$ cat src/rtl/nah_pkg.sv
// Shared types and constants for the note attack/hold timer.
// No dependencies; used by every module of the block.
`timescale 1ns / 1ps

package nah_pkg;

    // Width of the note timer tick counter.
    localparam int COUNT_WIDTH = 8;

    // Coarse phase top: 0xff cut or extended to the counter width.
    localparam logic [COUNT_WIDTH-1:0] COARSE_TOP = COUNT_WIDTH'(32'hff);

    // Reset values.
    localparam logic [7:0] RST_PWM_DUTY     = 8'd127;
    localparam logic [7:0] RST_PWM_PERIOD   = 8'd254;
    localparam logic [7:0] RST_COARSE_VALUE = 8'd245;
    localparam logic [7:0] RST_FINE_VALUE   = 8'd25;
    localparam logic [1:0] RST_MODE_BITS    = 2'd1;

    // Mode bit positions.
    localparam int MODE_REPEAT_BIT = 0;
    localparam int MODE_PWM_BIT    = 1;

    // Timer phase codes.
    localparam logic PHASE_COARSE = 1'b0;
    localparam logic PHASE_FINE   = 1'b1;

    // Configuration register indexes.
    localparam logic CFG_PWM_DUTY   = 1'b0;
    localparam logic CFG_PWM_PERIOD = 1'b1;

    // Argument counts.
    localparam logic [1:0] ARGS_NONE = 2'd0;
    localparam logic [1:0] ARGS_ONE  = 2'd1;

    typedef enum logic [1:0] {
        OP_TICK     = 2'd0,
        OP_NOTE_ON  = 2'd1,
        OP_NOTE_OFF = 2'd2,
        OP_SET_MODE = 2'd3
    } t_opcode;

    // One input beat as held in the input register.
    typedef struct packed {
        t_opcode    opcode;
        logic [1:0] arg_count;
        logic [7:0] coarse_arg;
        logic [7:0] fine_arg;
        logic [1:0] mode_arg;
        logic       timer_tick;
        logic       pwm_tick;
    } t_item;

    // Fine-period end events passed from the timer to the PWM unit.
    typedef struct packed {
        logic pwm_on;
        logic hold_on;
    } t_timer_evt;

endpackage

$ cat src/rtl/nah_timer.sv
// Note timer: coarse/fine phase counter, mode bits and attack level.
// Depends on nah_pkg; feeds fine-period end events to nah_pwm.
`timescale 1ns / 1ps

module nah_timer (
    input  logic                i_clk,
    input  logic                i_rst_n,
    input  logic                i_en,
    input  nah_pkg::t_item      i_item,
    output logic                o_attack,
    output logic                o_active,
    output nah_pkg::t_timer_evt o_evt
);

    logic                            r_phase, n_phase;
    logic                            r_active, n_active;
    logic [nah_pkg::COUNT_WIDTH-1:0] r_tick, n_tick;
    logic [7:0]                      r_cdone, n_cdone;
    logic [7:0]                      r_coarse, n_coarse;
    logic [7:0]                      r_fine, n_fine;
    logic [1:0]                      r_mode, n_mode;
    logic                            r_attack, n_attack;
    logic [nah_pkg::COUNT_WIDTH-1:0] top;
    logic [7:0]                      coarse_sel;

    // Top of the current phase.
    assign top = (r_phase == nah_pkg::PHASE_FINE) ?
                 nah_pkg::COUNT_WIDTH'(r_fine) : nah_pkg::COARSE_TOP;

    // Coarse value that a note-on restart sees.
    assign coarse_sel = (i_item.arg_count != nah_pkg::ARGS_NONE) ? i_item.coarse_arg : r_coarse;

    // Next state for one beat.
    always_comb begin
        n_phase  = r_phase;
        n_active = r_active;
        n_tick   = r_tick;
        n_cdone  = r_cdone;
        n_coarse = r_coarse;
        n_fine   = r_fine;
        n_mode   = r_mode;
        n_attack = r_attack;
        o_evt    = '0;
        if (i_en) begin
            case (i_item.opcode)
                nah_pkg::OP_TICK: begin
                    if (i_item.timer_tick && r_active) begin
                        if (r_tick != top) begin
                            n_tick = r_tick + nah_pkg::COUNT_WIDTH'(1);
                        end else begin
                            n_tick = '0;
                            if (r_phase == nah_pkg::PHASE_COARSE) begin
                                n_cdone = r_cdone + 8'd1;
                                if (n_cdone >= r_coarse) begin
                                    n_phase = nah_pkg::PHASE_FINE;
                                end
                            end else if (r_mode[nah_pkg::MODE_REPEAT_BIT]) begin
                                // Repeat: restart and toggle attack.
                                n_cdone      = '0;
                                n_phase      = (r_coarse != 8'd0) ? nah_pkg::PHASE_COARSE
                                                                  : nah_pkg::PHASE_FINE;
                                n_active     = 1'b1;
                                n_attack     = ~r_attack;
                                o_evt.pwm_on = 1'b1;
                            end else begin
                                // Single shot: drop attack, stop the timer, go to hold or PWM.
                                n_attack = 1'b0;
                                n_active = 1'b0;
                                if (r_mode[nah_pkg::MODE_PWM_BIT]) begin
                                    o_evt.pwm_on = 1'b1;
                                end else begin
                                    o_evt.hold_on = 1'b1;
                                end
                            end
                        end
                    end
                end
                nah_pkg::OP_NOTE_ON: begin
                    n_coarse = coarse_sel;
                    if (i_item.arg_count inside {2'd2, 2'd3}) begin
                        n_fine = i_item.fine_arg;
                    end
                    n_cdone  = '0;
                    n_tick   = '0;
                    n_attack = 1'b1;
                    n_active = 1'b1;
                    n_phase  = (coarse_sel != 8'd0) ? nah_pkg::PHASE_COARSE
                                                    : nah_pkg::PHASE_FINE;
                end
                nah_pkg::OP_NOTE_OFF: begin
                    n_active = 1'b0;
                end
                nah_pkg::OP_SET_MODE: begin
                    if (i_item.arg_count != nah_pkg::ARGS_NONE) begin
                        n_mode = i_item.mode_arg;
                        if (i_item.mode_arg[nah_pkg::MODE_REPEAT_BIT]) begin
                            n_cdone  = '0;
                            n_tick   = '0;
                            n_attack = 1'b1;
                            n_active = 1'b1;
                            n_phase  = (r_coarse != 8'd0) ? nah_pkg::PHASE_COARSE
                                                          : nah_pkg::PHASE_FINE;
                        end
                    end
                end
                default: begin
                end
            endcase
        end
    end

    // State registers.
    always_ff @(posedge i_clk) begin
        if (!i_rst_n) begin
            r_phase  <= nah_pkg::PHASE_COARSE;
            r_active <= 1'b1;
            r_tick   <= '0;
            r_cdone  <= '0;
            r_coarse <= nah_pkg::RST_COARSE_VALUE;
            r_fine   <= nah_pkg::RST_FINE_VALUE;
            r_mode   <= nah_pkg::RST_MODE_BITS;
            r_attack <= 1'b1;
        end else begin
            r_phase  <= n_phase;
            r_active <= n_active;
            r_tick   <= n_tick;
            r_cdone  <= n_cdone;
            r_coarse <= n_coarse;
            r_fine   <= n_fine;
            r_mode   <= n_mode;
            r_attack <= n_attack;
        end
    end

    assign o_attack = n_attack;
    assign o_active = n_active;

endmodule

$ cat src/rtl/nah_pwm.sv
// PWM counter and hold output, with the duty and period registers.
// Depends on nah_pkg; takes fine-period end events from nah_timer.
`timescale 1ns / 1ps

module nah_pwm (
    input  logic                i_clk,
    input  logic                i_rst_n,
    input  logic                i_en,
    input  nah_pkg::t_item      i_item,
    input  nah_pkg::t_timer_evt i_evt,
    input  logic                i_cfg_we,
    input  logic                i_cfg_index,
    input  logic [7:0]          i_cfg_data,
    output logic                o_hold,
    output logic                o_pwm_en
);

    logic       r_hold, n_hold;
    logic       r_pwm_en, n_pwm_en;
    logic [7:0] r_count, n_count;
    logic [7:0] r_duty;
    logic [7:0] r_period;
    logic       wrap;

    assign wrap = (r_count == r_period);

    // Next state for one beat; the timer event acts before the PWM tick.
    always_comb begin
        n_hold   = r_hold;
        n_pwm_en = r_pwm_en;
        n_count  = r_count;
        if (i_en) begin
            case (i_item.opcode)
                nah_pkg::OP_TICK: begin
                    if (i_evt.pwm_on) begin
                        n_pwm_en = 1'b1;
                    end
                    if (i_evt.hold_on) begin
                        n_hold = 1'b1;
                    end
                    if (i_item.pwm_tick) begin
                        n_count = wrap ? 8'd0 : r_count + 8'd1;
                        if (n_pwm_en) begin
                            if (wrap) begin
                                n_hold = 1'b1;
                            end
                            if (n_count == r_duty) begin
                                n_hold = 1'b0;
                            end
                        end
                    end
                end
                nah_pkg::OP_NOTE_OFF: begin
                    n_pwm_en = 1'b0;
                    n_hold   = 1'b0;
                end
                nah_pkg::OP_SET_MODE: begin
                    if (i_item.arg_count != nah_pkg::ARGS_NONE) begin
                        n_pwm_en = 1'b0;
                    end
                end
                default: begin
                end
            endcase
        end
    end

    // State registers.
    always_ff @(posedge i_clk) begin
        if (!i_rst_n) begin
            r_hold   <= 1'b0;
            r_pwm_en <= 1'b0;
            r_count  <= '0;
        end else begin
            r_hold   <= n_hold;
            r_pwm_en <= n_pwm_en;
            r_count  <= n_count;
        end
    end

    // Configuration registers.
    always_ff @(posedge i_clk) begin
        if (!i_rst_n) begin
            r_duty   <= nah_pkg::RST_PWM_DUTY;
            r_period <= nah_pkg::RST_PWM_PERIOD;
        end else if (i_cfg_we) begin
            case (i_cfg_index)
                nah_pkg::CFG_PWM_DUTY:   r_duty   <= i_cfg_data;
                nah_pkg::CFG_PWM_PERIOD: r_period <= i_cfg_data;
                default: begin
                end
            endcase
        end
    end

    assign o_hold   = n_hold;
    assign o_pwm_en = n_pwm_en;

endmodule

$ cat src/rtl/note_attack_hold_timer.sv
// Top level of the solenoid note driver: input register, timer, PWM, result register.
// Depends on nah_pkg, nah_timer and nah_pwm.
// A beat accepted into the input register moves on to the result register once that register is free.
// Throughput: one beat per cycle while the output is not stalled; state updates as a beat leaves the input register.
// The input register stalls only while a finished result waits in the result register.
// Reset (synchronous, active low) empties both registers and loads the power-up state.
`timescale 1ns / 1ps

module note_attack_hold_timer (
    input  logic       i_clk,
    input  logic       i_rst_n,
    input  logic       i_in_valid,
    output logic       o_in_stall,
    input  logic [1:0] i_opcode,
    input  logic [1:0] i_arg_count,
    input  logic [7:0] i_coarse_arg,
    input  logic [7:0] i_fine_arg,
    input  logic [1:0] i_mode_arg,
    input  logic       i_timer_tick,
    input  logic       i_pwm_tick,
    output logic       o_out_valid,
    input  logic       i_out_stall,
    output logic       o_attack_out,
    output logic       o_hold_out,
    output logic       o_timer_running,
    output logic       o_pwm_running,
    input  logic       i_cfg_valid,
    output logic       o_cfg_ready,
    input  logic       i_cfg_index,
    input  logic [7:0] i_cfg_data
);

    logic                r_in_vld;
    nah_pkg::t_item      r_item;
    logic                r_out_vld;
    logic                r_attack, r_hold, r_active, r_pwm_en;
    logic                advance;
    logic                in_take;
    logic                n_attack, n_hold, n_active, n_pwm_en;
    nah_pkg::t_timer_evt evt;

    // Handshake control.
    assign advance    = r_in_vld && (!r_out_vld || !i_out_stall);
    assign o_in_stall = r_in_vld && !advance;
    assign in_take    = i_in_valid && !o_in_stall;
    assign o_cfg_ready = 1'b1;

    // Input register.
    always_ff @(posedge i_clk) begin
        if (!i_rst_n) begin
            r_in_vld <= 1'b0;
        end else if (!o_in_stall) begin
            r_in_vld <= i_in_valid;
        end
    end

    always_ff @(posedge i_clk) begin
        if (in_take) begin
            r_item <= '{opcode:     nah_pkg::t_opcode'(i_opcode),
                        arg_count:  i_arg_count,
                        coarse_arg: i_coarse_arg,
                        fine_arg:   i_fine_arg,
                        mode_arg:   i_mode_arg,
                        timer_tick: i_timer_tick,
                        pwm_tick:   i_pwm_tick};
        end
    end

    nah_timer u_timer (
        .i_clk    (i_clk),
        .i_rst_n  (i_rst_n),
        .i_en     (advance),
        .i_item   (r_item),
        .o_attack (n_attack),
        .o_active (n_active),
        .o_evt    (evt)
    );

    nah_pwm u_pwm (
        .i_clk       (i_clk),
        .i_rst_n     (i_rst_n),
        .i_en        (advance),
        .i_item      (r_item),
        .i_evt       (evt),
        .i_cfg_we    (i_cfg_valid),
        .i_cfg_index (i_cfg_index),
        .i_cfg_data  (i_cfg_data),
        .o_hold      (n_hold),
        .o_pwm_en    (n_pwm_en)
    );

    // Result register.
    always_ff @(posedge i_clk) begin
        if (!i_rst_n) begin
            r_out_vld <= 1'b0;
        end else if (advance) begin
            r_out_vld <= 1'b1;
        end else if (!i_out_stall) begin
            r_out_vld <= 1'b0;
        end
    end

    always_ff @(posedge i_clk) begin
        if (advance) begin
            r_attack <= n_attack;
            r_hold   <= n_hold;
            r_active <= n_active;
            r_pwm_en <= n_pwm_en;
        end
    end

    assign o_out_valid     = r_out_vld;
    assign o_attack_out    = r_attack;
    assign o_hold_out      = r_hold;
    assign o_timer_running = r_active;
    assign o_pwm_running   = r_pwm_en;

endmodule

$ cat config.mk
export PLATFORM = sky130hd
export DESIGN_NAME = note_attack_hold_timer
export DESIGN_NICKNAME = d
export VERILOG_FILES = /design/src/rtl/nah_pkg.sv /design/src/rtl/nah_timer.sv /design/src/rtl/nah_pwm.sv /design/src/rtl/note_attack_hold_timer.sv
export SDC_FILE = /design/constraint.sdc
export NUM_CORES = 1
export LEC_CHECK = 0
export ABC_CLOCK_PERIOD_IN_PS = 6200
export BUFFER_PORTS_ARGS = -buffer_cell sky130_fd_sc_hd__buf_2
export CORE_ASPECT_RATIO = 1.1
export CORE_UTILIZATION = 51
export DETAILED_ROUTE_END_ITERATION = 10
export GPL_ROUTABILITY_DRIVEN = 1
export GPL_TIMING_DRIVEN = 0
export PLACE_DENSITY_LB_ADDON = 0.08
export SLEW_MARGIN = 40
export SYNTH_ARGS = -nofsm -noshare
export SYNTH_HDL_FRONTEND = slang
export SYNTH_SLANG_ARGS = --single-unit
export TNS_END_PERCENT = 20
$ cat constraint.sdc
create_clock -name i_clk -period 6.2 [get_ports i_clk]
set_clock_uncertainty 0.05 [all_clocks]
set_input_delay 0.93 -clock i_clk [delete_from_list [all_inputs] [get_ports i_clk]]
set_output_delay 0.93 -clock i_clk [all_outputs]
set_load 0.03 [all_outputs]
# Word level (Yosys, flattened, before mapping)
# Index checks and enable logic that the tools add are counted.
dict set report word_totals {
  reg_bits 93
  in_bits 38
  output_inout_bits 7
  word_cells 133
}
dict set report classes {
  add_sub_neg 3
  n_lt_le_gt_ge 1
  eq_ne 14
  muxes 63
  bitwise_logic 2
  reduce_logical 24
}
# operator n
set ops {}
lappend ops {{2-to-1 mux 8 bit} 11}
lappend ops {{one-hot mux 8 bit (3 select lines)} 2}
lappend ops {{2-to-1 mux 1 bit} 40}
lappend ops {{adder 8 x 1 -> 8 bit (second input constant)} 3}
lappend ops {{== test 8 bit} 2}
lappend ops {{nonzero test 8 bit} 2}
lappend ops {{2-to-1 mux 2 bit} 5}
lappend ops {{one-hot mux 1 bit (3 select lines)} 3}
lappend ops {{AND reduction 3 bit} 3}
lappend ops {{== test 2 bit (second input constant)} 4}
lappend ops {{greater-or-equal comparator 8 bit} 1}
lappend ops {{inequality test 8 bit} 1}
lappend ops {{AND reduction 7 bit} 1}
lappend ops {{inequality test 2 bit (second input constant)} 3}
lappend ops {{AND reduction 2 bit} 3}
lappend ops {{AND reduction 6 bit} 1}
lappend ops {{AND reduction 5 bit} 1}
lappend ops {{logical AND 1 bit} 4}
lappend ops {{logical NOT 1 bit} 4}
lappend ops {{inequality test 2 x 1 -> 1 bit (second input constant)} 2}
lappend ops {{one-hot mux 1 bit (4 select lines)} 1}
lappend ops {{nonzero test 2 bit} 2}
lappend ops {{inequality test 3 bit (second input constant)} 1}
lappend ops {{nonzero test 3 bit} 1}
lappend ops {{5 further kinds} 6}

# Logic depth before layout (Yosys ltp)
# Gate-level depths: netlist (run 1).
dict set report logic_depth {
  word_depth 14
  mapped_depth 10
}

# Hierarchy
# From an unflattened synthesis (run 1), not the netlist that was laid out.
dict set report unflattened {
  hier_cells 522
  area_unflattened_um2 4769.6
}
# module n_inst cells_each area_per_inst_um2 seq_area_each_um2
set modules_own_cells {}
lappend modules_own_cells {nah_timer 1 275 2210.9 740.7}
lappend modules_own_cells {nah_pwm 1 209 1622.8 520.5}
lappend modules_own_cells {note_attack_hold_timer 1 38 935.9 880.8}

# Least setup slack after synthesis (run 1)
# Ideal clock, no wire load.
dict set report synth_path {
  path_kind {input port to flip-flop}
  startpoint {input i_out_stall}
  endpoint {register r_item[0] (netlist name), enable pin}
  setup_ns 0.407
  arrival_ns 2.368
  slack_ns 3.374
  cell_stages 2
  n_path_buf 0
  cell_sequence {and3_1 -> nor2b_1}
}
dict set report synth_between {
  elab_chain_len 7
}
# item line_no
set synth_rtl {}
lappend synth_rtl {{start: declaration} note_attack_hold_timer.sv:22} ;# input logic i_out_stall,
lappend synth_rtl {{logical NOT 1 bit} --}
lappend synth_rtl {{logical OR 1 bit} note_attack_hold_timer.sv:43} ;# assign advance = r_in_vld && (!r_out_vld || !i_out_stall);
lappend synth_rtl {{logical AND 1 bit} note_attack_hold_timer.sv:43}
lappend synth_rtl {{logical NOT 1 bit} note_attack_hold_timer.sv:44} ;# assign o_in_stall = r_in_vld && !advance;
lappend synth_rtl {{logical AND 1 bit} note_attack_hold_timer.sv:44}
lappend synth_rtl {{logical NOT 1 bit} --}
lappend synth_rtl {{logical AND 1 bit} note_attack_hold_timer.sv:45} ;# assign in_take = i_in_valid && !o_in_stall;
lappend synth_rtl {{named net in_take} note_attack_hold_timer.sv:38} ;# logic in_take;
lappend synth_rtl {{end signal: assignment} note_attack_hold_timer.sv:59} ;# r_item <= '{opcode: nah_pkg::t_opcode'(i_opcode),
lappend synth_rtl {{end: declaration} note_attack_hold_timer.sv:34} ;# nah_pkg::t_item r_item;
# The timed path passes the listed nets, and every way through them passes these cells.
# A chain may end at the register's enable or synchronous reset.

# Final worst setup path (run 1)
dict set report layout_path {
  startpoint {input i_out_stall}
  endpoint {register u_pwm.r_count[5]}
}
dict set report layout_between {
  elab_chain_len 4
}
# item line_no
set layout_rtl {}
lappend layout_rtl {{logical NOT 1 bit} --}
lappend layout_rtl {{logical OR 1 bit} note_attack_hold_timer.sv:43}
lappend layout_rtl {{logical AND 1 bit} note_attack_hold_timer.sv:43}
lappend layout_rtl {{named net advance} note_attack_hold_timer.sv:37} ;# logic advance;
lappend layout_rtl {{AND reduction 3 bit (no line)} --}
lappend layout_rtl {{end signal: assignment} nah_pwm.sv:77} ;# r_count <= n_count;
lappend layout_rtl {{end: declaration} nah_pwm.sv:20} ;# logic [7:0] r_count, n_count;
# The timed path passes the listed nets, and every way through them passes these cells.

==> impl_metrics.env, run 1 <==
export IMPL_critPathMaxFanout=10
export IMPL_switching_power_mw=0.319
export IMPL_finalWorstSetupSlack_ns=3.72
export IMPL_final_cell_mix="nand2_1, dfxtp_1, buf_2, nor2_1, nand3_1"
export IMPL_hold_viol=0
export IMPL_internal_power_mw=0.847
export IMPL_cts_resized=0
export IMPL_fmax_ghz=0.404
export IMPL_maxSlewHeadroom_pct=57.2
export IMPL_io_pins=45
export IMPL_p_leak_nw=2.17
export IMPL_gr_total_overflow=0
export IMPL_syn_nets=569
export IMPL_dp_cells=677
export IMPL_coreArea_um2=8960
export IMPL_finalNetCount=623
export IMPL_cts_tree="done"
export IMPL_num_vias=3915
export IMPL_worstSetupStartpointType="input pin"
export IMPL_vias_per_cell=5.65
export IMPL_seqPwrFrac_pct=57.0
export IMPL_avgRoutedWirePerCell_um=15.7
export IMPL_cts_root_buf="clkbuf_8"
export IMPL_status="completed"
export IMPL_path_buf_inv=3
export IMPL_pre_cts_ws_ns=3.37
export IMPL_antenna_found_initial=0
export IMPL_setup_viol=0
export IMPL_grt_max_degree=20
export IMPL_routed_wl_um=10900
export IMPL_cts_hold_buf=0
export IMPL_syn_area_um2=4770
export IMPL_clk_pin_slew_ns=0.11
export IMPL_cts_buffers=9
export IMPL_hpwlAfterDp_um=8060
export IMPL_worstSkewPairLatency_ns=0.36
export IMPL_fin_crit_ns=2.48
export IMPL_syn_area_per_cell_um2=9.18
export IMPL_yosys_register_bits=93
export IMPL_path_cells="buf_2 > a21bo_2 > inv_2 > and3_1 > clkbuf_1 > o21ai_1 > or4_1 > a21oi_1"
export IMPL_cp_required_ns=6.45
export IMPL_cts_setup_buffers=0
export IMPL_row_count=36
export IMPL_grt_pass1_wl_um=17600
export IMPL_grt_pass1_vias=3574
export IMPL_areaGrowthSynthToFinish_pct=12.0
export IMPL_p_clk_share_pct=34.8
export IMPL_crit_path_top_delay_cell="or4_1"
export IMPL_synth_edf_count=28
export IMPL_setup_worst_path_end_class="flop"
export IMPL_drv_cap=0
export IMPL_final_cells=693
export IMPL_fin_util_pct=59.6
export IMPL_ys_warn_count=0
export IMPL_yosysSeqAreaShare_pct=44.9
export IMPL_place_gp_congestion=0.850
export IMPL_fin_crit_sh_pct=39.9
export IMPL_cpPeakStageDelay_ns=0.47
export IMPL_critPathTopFamily="simple AND/OR/NAND/NOR gates"
export IMPL_grt_usage_pct=23.7
export IMPL_async_flop_share_pct=0
export IMPL_drive_gt1_share_pct=16.6
export IMPL_cts_max_level=3
export IMPL_irDropWorstVdd_mv=0.157
export IMPL_p_per_area_nw_per_um2=218
export IMPL_hold_path_class="reg2reg"
export IMPL_first_iter_violations=180
export IMPL_die_x_um=94.2
export IMPL_ys_flop_type="dfxtp_1"
export IMPL_postRouteAntennaNets=0
export IMPL_diodes=0
export IMPL_rsz0062_at_grt="no"
export IMPL_mostFrequentLayoutCell="nand2_1"
export IMPL_initial_core_util_pct=53.3
export IMPL_ys_types=70
export IMPL_hold_worst_slack_ns=0.419
export IMPL_worst_slew_pin_slew_ns=0.643
export IMPL_worstSetupPathType="in2reg"
export IMPL_swShare_pct=27.4
export IMPL_dr_pass1_iters=5
export IMPL_cp_arrival_ns=2.73
export IMPL_cts_buffer_depth=2
export IMPL_port_buffer_count=42
export IMPL_postSynthCellCount=520
export IMPL_cts_num_sinks=93
export IMPL_tns_ns=0
export IMPL_die_y_um=103
export IMPL_drc=0
export IMPL_drv_slew=0
export IMPL_die_area_um2=9750
export IMPL_power_frac_comb_pct=8.2
## routing by layer
layer	GRT usage, %	up-vias	part of all wire (%)
met4	7.22	0	0.67
met1	33.4	1847	49
met3	3.51	7	4.3
met2	37.7	90	46
met5	0	-	0
li1	-	1971	-
## metrics by stage
stage / power, mW / area [µm²]
after global routing: 1.21 / 5350
after global placement: 0.770 / 5130
final: 1.17 / 5350
after CTS: 1.18 / 5350
after detailed placement: 0.774 / 5150
after floorplan: 0.736 / 4770
## Yosys cell counts, types with 3 or more instances
cell	instances	share of area, %
nand2_1	85	6.7
dfxtp_1	65	27
nor2_1	35	2.8
nand3_1	33	3.5
edfxtp_1	28	18
a21oi_1	24	2.5
xnor2_1	22	4.0
inv_1	14	1.1
mux2i_1	14	2.9
o21ai_0	14	1.5
clkbuf_1	13	1.0
ha_1	11	2.9
buf_2	10	1.0
and2_1	8	1.0
o211ai_1	8	1.3
xor2_1	8	1.5
and3_1	7	0.92
nor2b_1	7	0.92
nand4_1	6	0.79
nor3_1	6	0.63
nand2b_1	5	0.66
nor4_1	5	0.66
o22ai_2	5	1.3
a211oi_1	4	0.63
a31oi_1	4	0.52
nand3b_1	4	0.63
or3_1	4	0.52
a22o_1	3	0.55
a311oi_1	3	0.55
a32o_1	3	0.63
buf_1	3	0.24
nand4b_1	3	0.55
nor3b_1	3	0.47
o21a_1	3	0.47
o31a_1	3	0.55
or2_2	3	0.39
## state kept, by name, indices dropped and copies added (netlist names)
register          flops
u_pwm.r_period        8
r_item               24
u_timer.r_cdone       8
u_pwm.r_count         8
u_timer.r_tick        8
u_timer.r_coarse      8
u_timer.r_active      1
o_attack_out          1
o_hold_out            1
o_pwm_running         1
u_pwm.r_pwm_en        1
u_timer.r_fine        8
u_pwm.r_hold          1
u_timer.r_mode        2
o_timer_running       1
o_out_valid           1
u_timer.r_phase       1
u_pwm.r_duty          8
r_in_vld              1
u_timer.r_attack      1
## power by group through the flow
stage	clock network (mW)	registers [mW]	logic [mW]
after floorplan	0	0.675	0.0608
final	0.406	0.664	0.0956
after global placement	0	0.678	0.0919
after global routing	0.441	0.667	0.106
after detailed placement	0	0.678	0.0956
after CTS	0.417	0.664	0.0963
## cells by family after synthesis
family,count (synthesis),synth area share (%)
DFF,93,44.9
and+or+nand+nor,226,23.5
other,1,0.0786
AOI/OAI and AO/OA,98,15.3
adders and majority gates,11,2.88
buffers and inverters,44,4.04
xor gates and xnor gates,31,5.98
muxes,16,3.41
## worst paths after layout
path | cells past startpoint | slack [ns] | from | to
max | 8 | 3.72 | i_out_stall | u_pwm.r_count[5]$_SDFFE_PN0P_
min | 2 | 0.42 | r_item[7]$_DFFE_PP_ | u_timer.r_fine[3]$_SDFFE_PN1P_
max reg2reg | 7 | 3.81 | u_pwm.r_count[0]$_SDFFE_PN0P_ | o_hold_out$_DFFE_PP_
min reg2reg | 2 | 0.42 | r_item[7]$_DFFE_PP_ | u_timer.r_fine[3]$_SDFFE_PN1P_
## worst min-delay path: cells and delay by family, from the launching register on
| kind | cells | cell delay, ns |
|---|---|---|
| DFF | 1 | 0.33 |
| and+or+nand+nor | 1 | 0.06 |
| muxes | 1 | 0.06 |
## final cells by class
cell class | instances | area [µm²]
inverter | 15 | 56.3
tap | 114 | 143
timing repair buffer | 43 | 225
clock buffer | 9 | 124
multi-input combinational | 383 | 2450
buffer | 29 | 136
sequential | 93 | 2140
clock inverter | 7 | 73.8
fill | 818 | 3620
Power figures use the tool's default switching activity.
==> run 2: changes to the inputs <==
ABC_CLOCK_PERIOD_IN_PS = 2170   (was 6200)
clock period = 2.17 ns   (was 6.2 ns; I/O delays follow)
==> impl_metrics.env, run 2 (same netlist as run 1, synthesis figures left out) <==
export IMPL_die_x_um=94.2
export IMPL_cp_arrival_ns=2.28
export IMPL_hold_path_class="in2reg"
export IMPL_die_y_um=103
export IMPL_n_fill_cell=741
export IMPL_grt_pass1_vias=3710
export IMPL_cts_buffers=9
export IMPL_cts_max_level=3
export IMPL_cts_num_sinks=93
export IMPL_areaGrowthSynthToFinish_pct=17.6
export IMPL_cp_required_ns=2.23
export IMPL_cts_tree="done"
export IMPL_drv_slew=0
export IMPL_routed_wl_um=11200
export IMPL_vias_per_cell=5.67
export IMPL_worst_slew_pin_slew_ns=0.721
export IMPL_drc=0
export IMPL_io_pins=45
export IMPL_fin_crit_sh_pct=102
export IMPL_grt_usage_pct=23.9
export IMPL_timing_rr_start="u_pwm.r_count[1]$_SDFFE_PN0P_"
export IMPL_first_iter_violations=277
export IMPL_final_cells=704
export IMPL_cts_buffer_depth=2
export IMPL_worstSetupStartpoint="u_pwm.r_count[1]$_SDFFE_PN0P_"
export IMPL_initial_core_util_pct=53.3
export IMPL_drive_gt1_share_pct=22.5
export IMPL_rsz0062_at_grt="yes"
export IMPL_hold_worst_slack_ns=0.0761
export IMPL_worstSetupPathType="reg2reg"
export IMPL_worstSetupStartpointType="flop"
export IMPL_gr_total_overflow=0
export IMPL_port_buffer_count=42
export IMPL_setup_worst_path_end_class="flop"
export IMPL_place_gp_congestion=0.851
export IMPL_setup_viol=1
export IMPL_hpwlAfterDp_um=7980
export IMPL_status="finished, violations left"
export IMPL_avgRoutedWirePerCell_um=16.0
export IMPL_diodes=0
export IMPL_mostFrequentLayoutCell="nand2_1"
export IMPL_p_per_area_nw_per_um2=601
export IMPL_num_vias=3995
export IMPL_antenna_found_initial=0
export IMPL_hold_viol=0
export IMPL_regArea_um2=2150
export IMPL_pre_cts_ws_ns=-0.148
export IMPL_clk_pin_slew_ns=0.10
export IMPL_grt_max_degree=25
export IMPL_finalNetCount=634
export IMPL_drv_cap=0
export IMPL_grt_pass1_wl_um=17900
export IMPL_coreArea_um2=8960
export IMPL_multi_input_area_um2=2590
export IMPL_worstSkewPairLatency_ns=0.37
export IMPL_regMostFlops="r_item"
export IMPL_p_leak_nw=2.23
export IMPL_irDropWorstVdd_mv=0.358
export IMPL_cts_root_buf="clkbuf_8"
export IMPL_dp_cells=676
export IMPL_dr_pass1_iters=5
export IMPL_fmax_ghz=0.450
export IMPL_die_area_um2=9750
export IMPL_fin_crit_ns=2.22
export IMPL_cts_hold_buf=0
export IMPL_critPathMaxFanout=5
export IMPL_row_count=36
export IMPL_postRouteAntennaNets=0
export IMPL_final_cell_mix="nand2_1, dfxtp_1, buf_2, nand3_1, nor2_1"
export IMPL_finalWorstSetupSlack_ns=-0.0517
export IMPL_min_from="i_coarse_arg[1]"
export IMPL_maxSlewHeadroom_pct=51.9
export IMPL_largest_register_ffs=24
export IMPL_violations="negative setup slack"
## run 2: cell count changes in the layout (fill, tap and decap cells not counted), sizes merged
| cell | delta |
|---|---|
| buf | +10 |
| clkbuf | +2 |
| clkinv | -1 |
## run 2: area by class of cell
class	count	area share [%]
Clock buffer	10	2.65
Buffer	28	2.70
Timing Repair Buffer	55	5.48
Clock inverter	6	1.03
Inverter	15	1.00
Sequential cell	93	38.4
Tap cell	114	2.54
Multi-Input combinational cell	383	46.2
## run 2: per-layer routing
layer / global-route usage (%) / up-vias / wire, µm
met5: 0 / - / 0
met4: 9.11 / 0 / 182
met3: 3.51 / 16 / 561
met2: 38.9 / 98 / 5290
met1: 32.3 / 1896 / 5210
li1: - / 1985 / -
## run 2: worst paths after layout
| path | to | slack (ns) | cells after the start |
|---|---|---|---|
| max | o_hold_out$_DFFE_PP_ | -0.05 | 7 |
| max reg2reg | o_hold_out$_DFFE_PP_ | -0.05 | 7 |
| min reg2reg | u_timer.r_fine[3]$_SDFFE_PN1P_ | 0.41 | 2 |
| min | r_item[13]$_DFFE_PP_ | 0.08 | 1 |
## run 2: power by group
part	internal (mW)	switching, mW	total [mW]
registers	1.85	0.0473	1.90
clock network	0.517	0.677	1.19
logic	0.112	0.168	0.280
## run 2: metrics by stage
step	power, mW	TNS, ns	cell area (µm²)	util (%)
2_1_floorplan	2.10	0	4780	-
3_3_place_gp	2.20	-0.890	5130	57.2
3_5_place_dp	2.21	-1.18	5130	57.3
4_1_cts	3.39	0	5500	61.3
5_1_grt	3.50	-0.323	5610	62.6
6_report	3.37	-0.0517	5610	62.6
## run 2: what timing repair did
action                                 CTS  global route
setup endpoints to repair               19            26
endpoints found under the hold margin    0             0
resized for setup                       21            22
buffers inserted                        10             3
pin swaps                                7             8
## run 2: worst max-delay path: stages, from the launching register on
cell and delay, ns:
dfxtp_4 0.38, ha_2 0.34, xnor2_1 0.11, nand2_1 0.10, or3_1 0.35, o31a_1 0.14, a2111oi_4 0.40, a21oi_2 0.09
